===== config.mk =====
export PLATFORM = sky130hd
export DESIGN_NAME = rfa_div_cell
export DESIGN_NICKNAME = d
export VERILOG_FILES = /design/src/rtl/rfa_pkg.sv /design/src/rtl/rfa_div_cell.sv
export SDC_FILE = /design/constraint.sdc
export NUM_CORES = 1
export LEC_CHECK = 0
export BUFFER_PORTS_ARGS = -buffer_cell sky130_fd_sc_hd__buf_2
export CAP_MARGIN = 25
export CORE_MARGIN = 3
export CORE_UTILIZATION = 50
export CTS_CLUSTER_SIZE = 20
export DETAILED_ROUTE_END_ITERATION = 10
export GPL_TIMING_DRIVEN = 0
export PLACE_DENSITY = 0.77
export SLEW_MARGIN = 20
export SYNTH_ARGS = -nofsm -noshare
export SYNTH_HDL_FRONTEND = slang
export SYNTH_SLANG_ARGS = --single-unit

===== constraint.sdc =====
create_clock -name clk_i -period 0.85 [get_ports clk_i]
set_clock_uncertainty 0.05 [all_clocks]
set_input_delay 0.2125 -clock clk_i [delete_from_list [all_inputs] [get_ports clk_i]]
set_output_delay 0.2125 -clock clk_i [all_outputs]
set_load 0.02 [all_outputs]

===== src/rtl/rfa_pkg.sv =====
// Shared types and constants for the radial falloff alpha generator.
package rfa_pkg;
  localparam int unsigned SideW    = 11;
  localparam int unsigned CoordW   = 10;
  localparam int unsigned MaxSide  = 1024;
  localparam int unsigned FracBits = 16;
  localparam int unsigned DistW    = 22;
  localparam int unsigned SqrtSteps = DistW / 2 + FracBits;
  localparam int unsigned RootW    = SqrtSteps;
  localparam int unsigned RemW     = RootW + 2;
  localparam int unsigned DivW     = SideW + FracBits - 1;
  localparam int unsigned QW       = FracBits;

  typedef struct packed {
    logic              vld;
    logic              oor;
    logic [SideW-1:0]  side;
  } rfa_tag_t;
endpackage


===== src/rtl/rfa_div_cell.sv =====
// One quotient bit of the restoring divide by the side length.
module rfa_div_cell (
  input  logic                      clk_i,
  input  logic                      rst_ni,
  input  logic                      en_i,
  input  rfa_pkg::rfa_tag_t         tag_i,
  input  logic                      over_i,
  input  logic [rfa_pkg::RootW-1:0] rem_i,
  input  logic [rfa_pkg::DivW-1:0]  div_i,
  input  logic [rfa_pkg::QW-1:0]    q_i,
  output rfa_pkg::rfa_tag_t         tag_o,
  output logic                      over_o,
  output logic [rfa_pkg::RootW-1:0] rem_o,
  output logic [rfa_pkg::DivW-1:0]  div_o,
  output logic [rfa_pkg::QW-1:0]    q_o
);
  import rfa_pkg::*;

  rfa_tag_t         tag_q;
  logic             over_q;
  logic [RootW-1:0] rem_q, rem_d, div_x;
  logic [DivW-1:0]  div_q;
  logic [QW-1:0]    q_q, q_d;

  always_comb begin
    div_x = {{(RootW-DivW){1'b0}}, div_i};
    if (rem_i >= div_x) begin
      rem_d = rem_i - div_x;
      q_d   = {q_i[QW-2:0], 1'b1};
    end else begin
      rem_d = rem_i;
      q_d   = {q_i[QW-2:0], 1'b0};
    end
  end

  always_ff @(posedge clk_i or negedge rst_ni) begin
    if (!rst_ni) begin
      tag_q <= '0;
    end else if (en_i) begin
      tag_q <= tag_i;
    end
  end

  always_ff @(posedge clk_i) begin
    if (en_i) begin
      over_q <= over_i;
      rem_q  <= rem_d;
      div_q  <= {1'b0, div_i[DivW-1:1]};
      q_q    <= q_d;
    end
  end

  assign tag_o  = tag_q;
  assign over_o = over_q;
  assign rem_o  = rem_q;
  assign div_o  = div_q;
  assign q_o    = q_q;
endmodule


# ---- Word-level counts from Yosys, hierarchy flattened
# Cells that the tools add are included.
dict set report totals {
  regBits 82
  in_bits 86
  output_inout_bits 83
  elab_cells 11
}
dict set report classes {
  add_sub_neg 1
  order_cmp 1
  muxes 2
}
# operator n
set op_table {}
lappend op_table {{$ge 27x26->1} 1}
lappend op_table {{$mux 27} 1}
lappend op_table {{$sub 27x26->27} 1}
lappend op_table {{$mux 1} 1}

# ---- Logic depth before layout (Yosys ltp)
dict set report logic_depth {
  depth_word 2
  ltp_mapped 13
  ltp_nobuf 12
}

# ---- Least setup slack after synthesis
# OpenSTA, ideal clock, no wires.
dict set report synth_path {
  path_kind {in2reg}
  from {input port rem_i[0] (netlist bit)}
  to {register rem_q[24] (netlist: rem_o[24]) (data pin)}
  t_arrival_ns 2.536
  required_time_ns 0.540
  slack_ns -1.996
  path_stages 12
  path_buffers 0
  path_cell_list {inv_1 > ha_1 > inv_1 > fa_1 > a21o_2 > a221oi_2 > o21ai_2 > a221o_1 > a21oi_2 > nor2_1 > o31a_1 > mux2_4}
}
dict set report synth_between {
  elab_chain_cells 2
  word_cells_on_any_way 3
}
# item line
set synth_rtl {}
lappend synth_rtl {{from (decl)} rfa_div_cell.sv:8} ;# input logic [rfa_pkg::RootW-1:0] rem_i,
lappend synth_rtl {{$sub 27x26->27 or $ge 27x26->1 (tied branches)} {rfa_div_cell.sv:28, rfa_div_cell.sv:27}}
lappend synth_rtl {{$mux 27 (*)} rfa_div_cell.sv:27} ;# if (rem_i >= div_x) begin
lappend synth_rtl {{via rem_d[24]} rfa_div_cell.sv:21} ;# logic [RootW-1:0] rem_q, rem_d, div_x;
lappend synth_rtl {{to (signal assigned)} rfa_div_cell.sv:47} ;# rem_q <= rem_d;
lappend synth_rtl {{to (decl)} rfa_div_cell.sv:21}
# Mark *: on every way through the listed nets, which the timed path passes. The rest lies on a longest branch.
# A chain may end at the register's enable or synchronous reset.

# ---- Worst setup path after layout
dict set report layout_path {
  from {input port rem_i[0] (netlist bit)}
  to {register rem_q[26] (netlist: rem_o[26]) (data pin)}
}
# The elaborated chain is that of the path after synthesis.

==> results by group <==
Timing
  • Hold_ws: -0.00273 ns
  • Hold Vio Cnt, Final: 1
  • Fin worst setup slack: -1.74 ns
  • Setup violators final: 122
  • Slew Limit Fails: 0
  • Crit path time final: 2.59 ns
  • Max Clk Rate: 386 MHz
  • Final critical-path share of the clock period: 305%
  • RSZ-0062 raised after global routing: yes

CTS
  • Hold-fix buffers, CTS: 37
  • Num CTS Buffers: 9
  • Clk Latency, worst-skew pair: 0.37 ns
  • Clock sink total: 82
  • Max Buffers Root-to-Sink: 2
  • H-tree depth: 3
  • Clock-pin slew on the worst setup and hold paths: 0.10 ns
  • Root Driver: clkbuf_8
  • CTS tree: built

Synth
  • Mapped Area: 0.00447 sq mm
  • Share of synthesized flip-flops with an asynchronous set or reset: 15.9%
  • Synth Flop Type: edfxtp_1
  • Synth area leader: edfxtp_1
  • Synth top area share: 46.3%
  • EDFF count, synth: 69
  • Synth warn: 0
  • Seq/Total Area, Yosys: 53.6%
  • Synth area leaders: edfxtp_1 46%, dfrtp_1 7.3%, ha_1 7.3%
  • Post-synthesis cell count: 352
  • Yosys reg bits: 82
  • Count of different cell masters after synthesis: 50
  • Post-Syn Area per Cell: 12.7 sq um
  • Mapped Nets: 465

Die
  • Initial core utilization: 52.9%
  • Die area: 0.0101 sq mm
  • # rows: 33
  • Core ar.: 0.00846 sq mm
  • Die span in x: 101 um
  • Die height: 101 um
  • I/O Pins: 169

Finish
  • Nets@finish: 724
  • Share of layout cells above drive strength 1: 55.2%
  • Storage element area: 0.00241 sq mm
  • Area occupied by multi-input gates: 0.00223 sq mm
  • Fillers: 373
  • ANT cells: 0
  • Area delta synth->final: 65.4%

Setup path
  • CP startpoint kind: primary input
  • CP arrival: 2.67 ns
  • Crit-path cells: buf_8, inv_12, ha_4, inv_2, fa_2, a21o_4, a221oi_4, o21ai_2, a221o_1, a211o_1, a21oi_2, o21ai_1, a21o_1
  • CP max stage delay: 0.38 ns
  • Crit end category: flop
  • Top delay family on crit path: compound AO/OA/AOI/OAI gates
  • R2r worst-path depth: 2
  • WP depth: 13
  • CP Data Required Time: 0.92 ns
  • Crit path max fanout: 3
  • Kind of critical path: primary input to flop
  • Critical Path Slowest Stage Cell: a221o_1
  • Crit path buf inv count: 3

Power and ir drop
  • VDD IR max: 1090 uV
  • Pwr Density: 1690 mW/mm^2
  • Final Power: 12.5 mW
  • Leakage: 3.29 nW

Global routing
  • Largest net degree at the start of global routing: 24
  • Tot GR Track Use: 24.4%
  • Number of global-route vias before repair: 3927
  • Initial antenna violation count: 0
  • Grt ovf: 0
  • Global-route wire length before repair: 19.2 mm

Hold path
  • WHS Path Cells: 1
  • HP Class: primary input to flop

Job
  • Max-cap viol count: 0

Route
  • Via/cell ratio: 5.62
  • Per-cell routed wire length: 21.6 um
  • Antenna Nets Post-Route: 0
  • Pre-Repair DR Iteration Count: 5
  • Drt total wl: 15.6 mm
  • # DRC: 0
  • DR vias: 4051
  • DR iter-0 viols: 276

Place
  • GPL Wtd Cong: 0.757
  • Port bufs: 166
  • DP HPWL: 7.82 mm

Run status
  • Failing checks: negative hold slack, negative setup slack
  • Status: finished with violations
==> cells by family (layout without fill, tap and decap cells) <==
kind of cell	after synthesis	count (layout)	share of synthesized area, %
AO/OA/AOI/OAI	80	80	12.2
XOR/XNOR	23	23	4.50
adder cells (fa/ha/maj)	27	27	7.72
other	1	1	0.0838
AND/OR/NAND/NOR	58	58	6.32
flip-flops	82	82	53.6
multiplexers	38	38	11.0
buffers and inverters	43	307	4.64
==> layout by cell type, fill, tap and decap left out, drive strengths merged, types with 12 or more instances in the layout <==
cell type,Yosys,layout
clkbuf,4,12
dfrtp,13,13
nor2,12,12
a21oi,30,30
nand2,20,20
dlygate4sd3,0,37
edfxtp,69,69
mux2,37,37
ha,26,26
o21ai,14,14
buf,6,216
xnor2,12,12
inv,33,35
==> metal layers <==
metal / share of wire (%) / vias to the layer above / wire, um / GRT usage (%)
met5: 0 / - / 0 / 0
met4: 2.3 / 0 / 358 / 8.50
met3: 7.8 / 33 / 1210 / 5.26
met2: 53 / 241 / 8280 / 44.1
met1: 37 / 1956 / 5730 / 28.4
li1: - / 1821 / - / -
==> what timing repair did <==
item | 4_1_cts | 5_1_grt
setup buffers | 26 | 18
endpoints found under the hold margin | 50 | 1
cloned | 5 | 0
resized for setup | 90 | 111
pin swaps | 19 | 12
endpoints found under the setup margin | 162 | 121
==> through the flow <==
| stage | worst slack, ns | instances | area, sq um | setup TNS, ns | utilization [%] |
|---|---|---|---|---|---|
| after floorplan | -1.88 | 352 | 4650 | -45.99 | - |
| after global placement | -2.24 | 623 | 5610 | -144.58 | 66.3 |
| after detailed placement | -2.24 | 624 | 5640 | -88.78 | 66.6 |
| after CTS | -1.63 | 705 | 6860 | -68.26 | 81.1 |
| after global routing | -1.83 | 721 | 7400 | -75.24 | 87.4 |
| final | -1.74 | 721 | 7400 | -72.18 | 87.4 |
==> cell type report <==
cell class / instances / share of cell area, %
clock buffer: 10 / 1.73
inverter: 33 / 2.01
timing repair buffer: 251 / 29.9
tap: 105 / 1.78
clock inverter: 6 / 0.660
buffer: 7 / 1.15
multi-input combinational: 227 / 30.1
sequential: 82 / 32.6
==> Yosys cell counts (3+ instances only) <==
master	n
edfxtp_1	69
inv_1	33
a21oi_1	28
ha_1	26
mux2_2	20
nand2_1	20
mux2_4	17
dfrtp_1	13
nor2_1	12
xnor2_1	12
xor2_1	11
o21ai_0	10
a21o_1	9
and3_1	5
nor2b_1	5
nor3_1	5
o211ai_1	5
a211o_1	4
a221o_1	3
clkbuf_1	3
nand3_1	3
nand4_1	3
o21ai_2	3
==> registers in the layout, summed over array words and instances (netlist names) <==
name    flops
q_o        16
div_o      25
rem_o      27
tag_o      13
over_o      1
==> power breakdown <==
| group | switching, mW | total, mW | internal (mW) |
|---|---|---|---|
| clock | 1.63 | 2.72 | 1.09 |
| combinational | 2.20 | 4.66 | 2.46 |
| sequential | 0.240 | 5.15 | 4.91 |
==> final timing paths <==
path,start,end,slack (ns)
max reg2reg,tag_o[4],tag_o[4],-0.13
min,div_i[1],div_o[0],-0.003
min reg2reg,tag_o[5],tag_o[5],0.51
max in group asynchronous,rst_ni,tag_o[1],0.27
max,rem_i[0],rem_o[26],-1.74
min in group asynchronous,rst_ni,tag_o[9],0.22
Note: power is estimated with default switching activity, not from simulation.
