==> src/rtl/rfa_pkg.sv <==
// Shared types and constants for the radial falloff alpha generator.
package rfa_pkg;
  localparam int unsigned SideW    = 11;
  localparam int unsigned CoordW   = 10;
  localparam int unsigned MaxSide  = 1024;
  localparam int unsigned FracBits = 16;
  localparam int unsigned DistW    = 22;
  localparam int unsigned SqrtSteps = DistW / 2 + FracBits;
  localparam int unsigned RootW    = SqrtSteps;
  localparam int unsigned RemW     = RootW + 2;
  localparam int unsigned DivW     = SideW + FracBits - 1;
  localparam int unsigned QW       = FracBits;

  typedef struct packed {
    logic              vld;
    logic              oor;
    logic [SideW-1:0]  side;
  } rfa_tag_t;
endpackage

==> src/rtl/rfa_sqrt_cell.sv <==
// One bit-pair step of the scaled integer square root.
module rfa_sqrt_cell (
  input  logic                      clk_i,
  input  logic                      rst_ni,
  input  logic                      en_i,
  input  rfa_pkg::rfa_tag_t         tag_i,
  input  logic [rfa_pkg::DistW-1:0] d_i,
  input  logic [rfa_pkg::RemW-1:0]  rem_i,
  input  logic [rfa_pkg::RootW-1:0] root_i,
  output rfa_pkg::rfa_tag_t         tag_o,
  output logic [rfa_pkg::DistW-1:0] d_o,
  output logic [rfa_pkg::RemW-1:0]  rem_o,
  output logic [rfa_pkg::RootW-1:0] root_o
);
  import rfa_pkg::*;

  rfa_tag_t          tag_q;
  logic [DistW-1:0]  d_q, d_d;
  logic [RemW-1:0]   rem_q, rem_d, rem_sh, trial;
  logic [RootW-1:0]  root_q, root_d;

  always_comb begin
    rem_sh = {rem_i[RemW-3:0], d_i[DistW-1:DistW-2]};
    trial  = {root_i, 2'b01};
    d_d    = {d_i[DistW-3:0], 2'b00};
    if (rem_sh >= trial) begin
      rem_d  = rem_sh - trial;
      root_d = {root_i[RootW-2:0], 1'b1};
    end else begin
      rem_d  = rem_sh;
      root_d = {root_i[RootW-2:0], 1'b0};
    end
  end

  always_ff @(posedge clk_i or negedge rst_ni) begin
    if (!rst_ni) begin
      tag_q <= '0;
    end else if (en_i) begin
      tag_q <= tag_i;
    end
  end

  always_ff @(posedge clk_i) begin
    if (en_i) begin
      d_q    <= d_d;
      rem_q  <= rem_d;
      root_q <= root_d;
    end
  end

  assign tag_o  = tag_q;
  assign d_o    = d_q;
  assign rem_o  = rem_q;
  assign root_o = root_q;
endmodule

==> config.mk <==
export PLATFORM = sky130hd
export DESIGN_NAME = rfa_sqrt_cell
export DESIGN_NICKNAME = d
export VERILOG_FILES = /design/src/rtl/rfa_pkg.sv /design/src/rtl/rfa_sqrt_cell.sv
export SDC_FILE = /design/constraint.sdc
export NUM_CORES = 1
export LEC_CHECK = 0
export BUFFER_PORTS_ARGS = -buffer_cell sky130_fd_sc_hd__buf_2
export CAP_MARGIN = 0
export CELL_PAD_IN_SITES_DETAIL_PLACEMENT = 0
export CELL_PAD_IN_SITES_GLOBAL_PLACEMENT = 1
export CORE_MARGIN = 1.5
export CORE_UTILIZATION = 29
export DETAILED_ROUTE_END_ITERATION = 12
export HOLD_SLACK_MARGIN = 0.1
export MAX_ROUTING_LAYER = met4
export PLACE_DENSITY_LB_ADDON = 0.1
export SLEW_MARGIN = 20
export SYNTH_ARGS = -nofsm -noshare
export SYNTH_HDL_FRONTEND = slang
export SYNTH_SLANG_ARGS = --single-unit
==> constraint.sdc <==
create_clock -name clk_i -period 1.6 [get_ports clk_i]
set_input_delay 0.32 -clock clk_i [delete_from_list [all_inputs] [get_ports clk_i]]
set_output_delay 0.32 -clock clk_i [all_outputs]
set_load 0.05 [all_outputs]
Word level (Yosys, flattened, before mapping)
Index checks and enable logic that the tools add are counted.
W data, S select, Z words.
{"block": "op_classes", "n_addsub": 1, "n_lt_le_gt_ge": 1, "n_mux": 2}
{"cell": "$ge A29 B29 Y1", "n": 1}
{"cell": "$mux W29", "n": 1}
{"cell": "$sub A29 B29 Y29", "n": 1}
{"cell": "$mux W1", "n": 1}
{"block": "word_totals", "reg_bits": 89, "inputBits": 94, "output_inout_bits": 91, "elab_cells": 10}

Depth between registers and ports, before layout
Gate-level depths: netlist of run 1.
{"block": "depth", "ltp_word": 2, "mapped_depth": 11, "depth_no_buf": 9}

Worst setup path before layout of run 1
OpenSTA, ideal clock, no wires.
{"block": "synth_timing", "path_kind": "input -> register", "from": "input port root_i[18] (netlist name)", "to": "register rem_q[16] (netlist: rem_o[16]) (data pin)", "setup_time_ps": 262, "t_arrival_ps": 2493, "t_required_ps": 1338, "slack_ps": -1155, "path_stages": 10, "n_path_buf": 1, "cell_sequence": "inv_1 -> ha_1 -> a21oi_1 -> o21ai_1 -> a41o_1 -> and3_1 -> a211oi_2 -> or2_4 -> buf_6 -> mux2_1"}
{"block": "synth_via", "elab_chain_len": 2}
{"item": "start: declaration", "line_no": "rfa_sqrt_cell.sv:9", "source": "input logic [rfa_pkg::RootW-1:0] root_i,"}
{"item": "$ge A29 B29 Y1", "line_no": "rfa_sqrt_cell.sv:26", "source": "if (rem_sh >= trial) begin"}
{"item": "$mux W29", "line_no": "rfa_sqrt_cell.sv:26"}
{"item": "net rem_d[16]", "line_no": "rfa_sqrt_cell.sv:19", "source": "logic [RemW-1:0] rem_q, rem_d, rem_sh, trial;"}
{"item": "end signal: assignment", "line_no": "rfa_sqrt_cell.sv:46", "source": "rem_q <= rem_d;"}
{"item": "end: declaration", "line_no": "rfa_sqrt_cell.sv:19"}
The timed path passes the listed nets, and every way through them passes these cells.
A chain may end at the register's enable or synchronous reset.

Worst setup path in the final report of run 1
{"block": "layout_timing", "from": "input port root_i[8] (netlist name)", "to": "register rem_q[13] (netlist: rem_o[13]) (data pin)"}
{"block": "layout_via", "elab_chain_len": 2, "word_cells_on_any_way": 3, "classes_between": "add/sub: 1; order compare: 1; mux: 1"}
{"item": "$sub A29 B29 Y29 or $ge A29 B29 Y1 (tied branches)", "line_no": "rfa_sqrt_cell.sv:27, rfa_sqrt_cell.sv:26"}
{"item": "$mux W29 (*)", "line_no": "rfa_sqrt_cell.sv:26"}
{"item": "net rem_d[13]", "line_no": "rfa_sqrt_cell.sv:19"}
The timed path passes the listed nets; every way through them passes the cells marked *.

==> results of run 1 <==
-- synth_stat cells, types with 4 or more instances --
cell type | count | area share
o21ai_1 | 9 | 0.0090
mux2_1 | 19 | 0.043
dfrtp_1 | 13 | 0.065
nor3_1 | 12 | 0.012
o21ai_0 | 20 | 0.020
xnor2_1 | 15 | 0.026
inv_1 | 34 | 0.026
xor2_1 | 7 | 0.012
nand4_1 | 6 | 0.0075
mux2_2 | 15 | 0.034
nor2_1 | 20 | 0.015
a21oi_1 | 23 | 0.023
a31oi_1 | 4 | 0.0050
nand2_1 | 24 | 0.018
edfxtp_1 | 76 | 0.46
a21o_1 | 15 | 0.023
and3_1 | 7 | 0.0088
o211ai_1 | 4 | 0.0060
ha_1 | 29 | 0.073
nand3_1 | 7 | 0.0070
o21a_1 | 8 | 0.012
buf_2 | 8 | 0.0080
clkbuf_1 | 4 | 0.0030
-- metrics by stage --
step	hold slack (ns)	utilization	power, mW	cells
floorplan	0.0244	-	4.75	430
global placement	0.211	0.431	5.74	936
detailed placement	0.225	0.431	5.75	936
CTS	0.127	0.476	8.08	970
global route	0.130	0.482	8.45	973
finish	0.138	0.482	8.06	973
-- path summary, 6_finish.rpt --
path / end / slack [ns] / cells past startpoint
min reg2reg: tag_o[10] / 0.50 / 1
min in group asynchronous: tag_o[11] / 0.37 / 2
max in group asynchronous: tag_o[12] / 1.01 / 2
min: root_o[10] / 0.14 / 1
max: rem_o[13] / -0.79 / 12
max reg2reg: tag_o[1] / 0.85 / 1
-- layout make-up --
| cell class | count | share of cell area |
|---|---|---|
| Clock buffer | 10 | 0.0284 |
| Clock inverter | 6 | 0.00590 |
| Inverter | 35 | 0.0182 |
| Multi-Input combinational cell | 288 | 0.317 |
| Sequential cell | 89 | 0.324 |
| Tap cell | 220 | 0.0342 |
| Timing Repair Buffer | 325 | 0.272 |
-- sequential cells by signal, summed over array words and instances, names as in the netlist --
name	cells
d_o	20
tag_o	13
root_o	27
rem_o	29
-- cell families after synthesis --
family / after synthesis
AOI/OAI and AO/OA: 108
and+or+nand+nor: 92
muxes: 35
adders and majority gates: 29
buffers and inverters: 53
other: 1
xor gates and xnor gates: 22
DFF: 89
-- power breakdown --
| part | total (mW) | switching [mW] | internal (mW) |
|---|---|---|---|
| logic | 3.13 | 1.84 | 1.29 |
| registers | 2.86 | 0.0614 | 2.80 |
| clock network | 2.07 | 0.995 | 1.07 |
-- metal layers --
layer | track usage | vias to the layer above | wire, um | part of all wire
met5 | - | - | 0 | 0
met4 | 0.0585 | 0 | 269 | 0.018
met3 | 0.0276 | 19 | 745 | 0.049
met2 | 0.283 | 140 | 7070 | 0.46
met1 | 0.230 | 2089 | 7240 | 0.47
li1 | - | 2234 | - | -
-- repair_timing --
action / in CTS / in global routing
resized for setup: 57 / 19
hold buffers: 1 / 0
endpoints found under the setup margin: 30 / 30
pin swaps: 19 / 6
endpoints found under the hold margin: 13 / 0
gates cloned: 1 / 1
buffers inserted: 16 / 3
==> flow_summary_export.csv, run 1 <==
group,metric,value,unit
placed_design,place_congestion,0.886,
cts,root_buffer,"clkbuf_16",
power_and_ir_drop,p_per_area,1000,nW/um2
die,start_util,0.299,
drt,viasPerCell,4.61,
yosys,synth_cells,429,
cts,cts_tree,"yes",
drt,firstDrtPassIters,4,
drt,ant_nets,0,
die,die_h,134,um
cts,h-tree-depth,3,
worst_setup_path,worst_ep_arrival_time,2.49,ns
die,rows,47,
cells_and_area,fillers,1593,
cells_and_area,drive_above_1_share,0.582,
yosys,synth_ff_type,"edfxtp_1",
timing,max_freq,0.419,GHz
drt,avgRoutedWirePerCell,15.7,um
cts,cts.clk_slew.worst_paths,0.07,ns
yosys,synth-adder-area-share,0.0727,
cells_and_area,num_antenna_cells,0,
drt,drtIter0Drc,172,
global_route,grt_pass1_vias,4677,
power_and_ir_drop,vdd_drop_max,566,uV
die,die_w,134,um
min_path,hold_class,"input pin to flop",
worst_setup_path,slowest_delay,0.33,ns
worst_setup_path,crit_required,1.71,ns
yosys,syn_area_per_cell,11.6,um2
cts,cts_buffers,9,
global_route,antenna_found_initial,0,
timing,fin_tns_setup,-22.13,ns
cts,clkSinkCount,89,
placed_design,dp_slack,-1.24,ns
outcome,failed_checks,"negative setup slack",
yosys,synth-compound-area-share,0.145,
placed_design,dpl-instance-area,7200,um2
timing,rsz0062_at_grt,"yes",
worst_setup_path,crit_path_max_fanout,5,
worst_setup_path,end_kind,"flop",
placed_design,dp_hpwl,11.7,mm
worst_setup_path,crit_chain,"buf_6 > inv_2 > ha_4 > and4_4 > and3_4 > nand4_4 > o311ai_4 > a211oi_4 > or2_4 > buf_12 > clkbuf_16 > mux2_4",
min_path,min_from,"root_i[9]",
worst_setup_path,crit_start,"root_i[8]",
timing,period_share,1.49,
yosys,ys_ff_latch,89,
worst_setup_path,path_buf_inv,4,
timing,hold_viol,0,
worst_setup_path,crit_path_top_delay_cell,"o311ai_4",
yosys,yosys.area_share.simple,0.0935,
yosys,ys_async_sr_fraction,0.146,
worst_setup_path,reg2reg_from,"tag_o[1]",
cells_and_area,seq_area,2610,um2
die,dieArea,18000,um2
global_route,grt_usage,0.177,
yosys,synth_top_family_by_area,"compound AO/OA/AOI/OAI gates",
cells_and_area,most-common-layout-cells,"buf_2 (166), buf_4 (134), edfxtp_1 (76), inv_1 (23), nand2_1 (23)",
drt,drc_errors,0,
timing,setup_ws,-0.788,ns
yosys,yosysWarnings,0,
placed_design,io_buffers,180,
global_route,grt_overflow,0,
outcome,outcome,"complete, but fails checks",
yosys,synth_edf_count,76,
timing,setup_viol,30,
yosys,synthDistinctLibCells,58,
yosys,synth_area,4990,um2
die,core,16700,um2
cells_and_area,multi_input_area,2560,um2
cells_and_area,final_nets,871,
timing,fin_skew,0,ns
cells_and_area,final_area,8060,um2
die,ios,185,
timing,finalMaxSlewViolations,0,
cts,clk_path_buf_depth,2,
yosys,synth_mux_area_frac,0.0787,
global_route,grt_first_pass_wirelength,23.9,mm
cells_and_area,layout_commonest_cell,"buf_2",
power_and_ir_drop,p_leak,3.75,nW
cts,clkLatencyLatePin,0.35,ns
cells_and_area,area_growth,61.5,%
worst_setup_path,path_delay_family,"simple AND/OR/NAND/NOR gates",
drt,vias,4482,
worst_setup_path,cp-start-kind,"input pin",
yosys,synthXorXnorAreaFrac,0.0386,
timing,period_minus_slack,2.39,ns
flow_run,drv_cap,0,
yosys,ys_seq_area_frac,0.523,
drt,postRouteWirelength,15.3,mm
worst_setup_path,worstSetupPathType,"input pin to flop",
global_route,grt_start_max_net_pins,38,
Power figures use the tool's default switching activity.
==> inputs of run 2 (changes only) <==
ABC_AREA = 1   (was not set)
CORE_MARGIN = 2   (was 1.5)
==> flow_summary_export.csv, run 2 <==
group,metric,value,unit
worst_setup_path,reg2reg_from,"tag_o[5]",
yosys,synth_area,5650,um2
global_route,grt_pass1_vias,5567,
placed_design,dp_hpwl,14.9,mm
yosys,synth.top_cells.by_area,"edfxtp_1 (40%), nand2_1 (17%), inv_1 (8.7%)",
worst_setup_path,r2r_end,"tag_o[5]",
cts,cts_tree,"yes",
worst_setup_path,cp-start-kind,"input pin",
placed_design,dp.cells,1256,
timing,setup_ws,-0.122,ns
yosys,yosysMostFrequentCell,"nand2_1",
drt,vias,5616,
power_and_ir_drop,pwr-share-clk,0.255,
placed_design,dp_slack,-0.646,ns
cells_and_area,largest_reg_flops,29,
timing,max_freq,0.581,GHz
drt,drc_errors,0,
worst_setup_path,reg2reg_slack,0.83,ns
yosys,synth_top_area_cell,"edfxtp_1",
die,rows,51,
drt,viasPerCell,4.31,
power_and_ir_drop,p_per_area,885,nW/um2
power_and_ir_drop,p_leak,4.84,nW
cells_and_area,layout_commonest_cell,"nand2_1",
timing,hold_ws,0.134,ns
placed_design,io_buffers,180,
worst_setup_path,crit_path_max_fanout,6,
timing,setup_viol,29,
drt,drtIter0Drc,182,
cells_and_area,num_antenna_cells,0,
power_and_ir_drop,power.internal,5.32,mW
cts,h-tree-depth,3,
die,ios,185,
drt,avgRoutedWirePerCell,14.8,um
worst_setup_path,end_kind,"flop",
cells_and_area,final_util,0.499,
min_path,hold_depth,1,
worst_setup_path,worst_ep_arrival_time,1.83,ns
die,die_h,144,um
worst_setup_path,worst_r2r_path_depth,1,
timing,hold_viol,0,
yosys,ys_async_sr_fraction,0.146,
timing,fin_skew,0,ns
cts,clkLatencyLatePin,0.35,ns
cells_and_area,final_nets,1157,
power_and_ir_drop,seq_power_share,0.337,
global_route,grt_usage,0.192,
yosys,yosysWarnings,0,
die,start_util,0.293,
yosys,synth_edf_count,76,
timing,fin_tns_setup,-3.07,ns
power_and_ir_drop,vdd_drop_max,484,uV
yosys,ys_seq_area_frac,0.461,
yosys,ys_ff_latch,89,
global_route,antenna_found_initial,0,
cells_and_area,area_growth,70.1,%
min_path,hold_path_end,"root_o[14]",
min_path,hold_class,"input pin to flop",
timing,period_minus_slack,1.72,ns
die,die_w,144,um
cts,cts.clk_slew.worst_paths,0.07,ns
global_route,grt_first_pass_wirelength,29.0,mm
placed_design,place_congestion,0.842,
yosys,synth_cells,693,
cts,clkSinkCount,89,
power_and_ir_drop,p_comb_frac,0.408,
outcome,failed_checks,"negative setup slack",
drt,postRouteWirelength,19.3,mm
worst_setup_path,crit_required,1.70,ns
global_route,grt_overflow,0,
cells_and_area,fillers,1973,
global_route,grt_start_max_net_pins,37,
min_path,min_from,"root_i[13]",
timing,finalMaxSlewViolations,0,
cells_and_area,drive_above_1_share,0.546,
power_and_ir_drop,switchingPower,3.19,mW
cells_and_area,most-common-layout-cells,"nand2_1 (182), buf_2 (156), buf_4 (136), inv_1 (108), edfxtp_1 (76)",
drt,ant_nets,0,
yosys,synth_top_area_frac,0.404,
cts,clk_path_buf_depth,2,
power_and_ir_drop,switching_share,0.375,
die,core,19300,um2
worst_setup_path,worstSetupPathType,"input pin to flop",
cts,cts_buffers,9,
cts,root_buffer,"clkbuf_16",
cells_and_area,layout.cells.non_filler,1304,
yosys,synth_ff_type,"edfxtp_1",
flow_run,drv_cap,0,
yosys,synthDistinctLibCells,31,
outcome,outcome,"complete, but fails checks",
yosys,synth_common_cells,"nand2_1 (250), inv_1 (131), edfxtp_1 (76)",
yosys,syn_area_per_cell,8.16,um2
drt,firstDrtPassIters,4,
timing,period_share,1.08,
timing,rsz0062_at_grt,"yes",
die,dieArea,20600,um2
==> run 2: cell types whose count changed in the layout (fill, tap and decap cells not counted), sizes merged, moves of 6 or more <==
cell    previous run  this run
a21o              15         1
a21oi             23        15
and3               8         1
buf              323       339
inv               39       136
mux2              34        13
nand2             24       255
nand3              7        69
nand3b             0         6
nor2              20        43
nor3              12         2
o21a               8         0
o21ai             29         2
xnor2             15         1
==> run 2: critical path, stage by stage <==
cell and delay, ns:
buf_2 0.13, ha_4 0.24, buf_4 0.15, nand2_4 0.07
inv_1 0.06, nand2_2 0.09, nand2_4 0.07, nand2_2 0.07
nand2_2 0.06, nand2_2 0.08, nand3_4 0.10, buf_6 0.15
buf_12 0.14, nand2_2 0.05, nand2_1 0.05
==> run 2: power groups by stage <==
stage / combinational (mW) / clock [mW] / sequential, mW
floorplan: 1.04 / 0 / 3.77
global route: 3.74 / 2.34 / 2.89
detailed placement: 2.96 / 0 / 2.92
global placement: 2.95 / 0 / 2.91
CTS: 3.41 / 2.25 / 2.87
finish: 3.47 / 2.17 / 2.87
==> run 2: worst max-delay path by stage <==
stage,startpoint,endpoint,slack (ns)
detailed placement,root_i[4],rem_o[19],-0.65
CTS,root_i[14],rem_o[4],-0.13
global placement,root_i[4],rem_o[19],-0.65
global route,root_i[10],rem_o[4],-0.19
floorplan,root_i[11],rem_o[25],-0.21
finish,rem_i[1],rem_o[4],-0.12
==> run 2: kinds of logic (layout without fill, tap and decap cells) <==
kind of cell,Yosys count,in the layout,synth area share
mux,13,13,0.0259
other cells,1,2,0.000663
fa+ha+maj,29,29,0.0642
xor+xnor,12,12,0.0186
simple gates,386,386,0.307
buf+inv,144,489,0.105
compound gates,19,19,0.0177
flops,89,89,0.461
==> run 2: metrics by stage <==
| step | cell area, um2 | power [mW] |
|---|---|---|
| after floorplan | 6100 | 4.81 |
| after global placement | 8270 | 5.86 |
| after detailed placement | 8270 | 5.88 |
| after CTS | 9340 | 8.53 |
| after global routing | 9610 | 8.97 |
| final | 9610 | 8.51 |
==> run 2: per-layer routing <==
metal  wire length, um  track usage
met5                 0            -
met1              8770        0.236
met4               309       0.0516
met3               792       0.0393
met2              9470        0.323
==> run 2: cell type report <==
| class | instances | area, um2 | share of cell area |
|---|---|---|---|
| Tap cell | 265 | 332 | 0.0345 |
| Timing Repair Buffer | 340 | 2490 | 0.259 |
| Clock buffer | 11 | 254 | 0.0264 |
| Sequential cell | 89 | 2610 | 0.271 |
| Multi-Input combinational cell | 461 | 3360 | 0.350 |
| Clock inverter | 5 | 43.8 | 0.00455 |
| Inverter | 133 | 522 | 0.0543 |
==> run 2: what timing repair did <==
| action | CTS | global route |
|---|---|---|
| gates cloned | 5 | 0 |
| hold endpoints to repair | 13 | 0 |
| setup endpoints to repair | 30 | 30 |
| setup buffers | 20 | 7 |
| hold buffers | 1 | 0 |
| gates resized for setup | 137 | 68 |
| pin swaps | 50 | 43 |
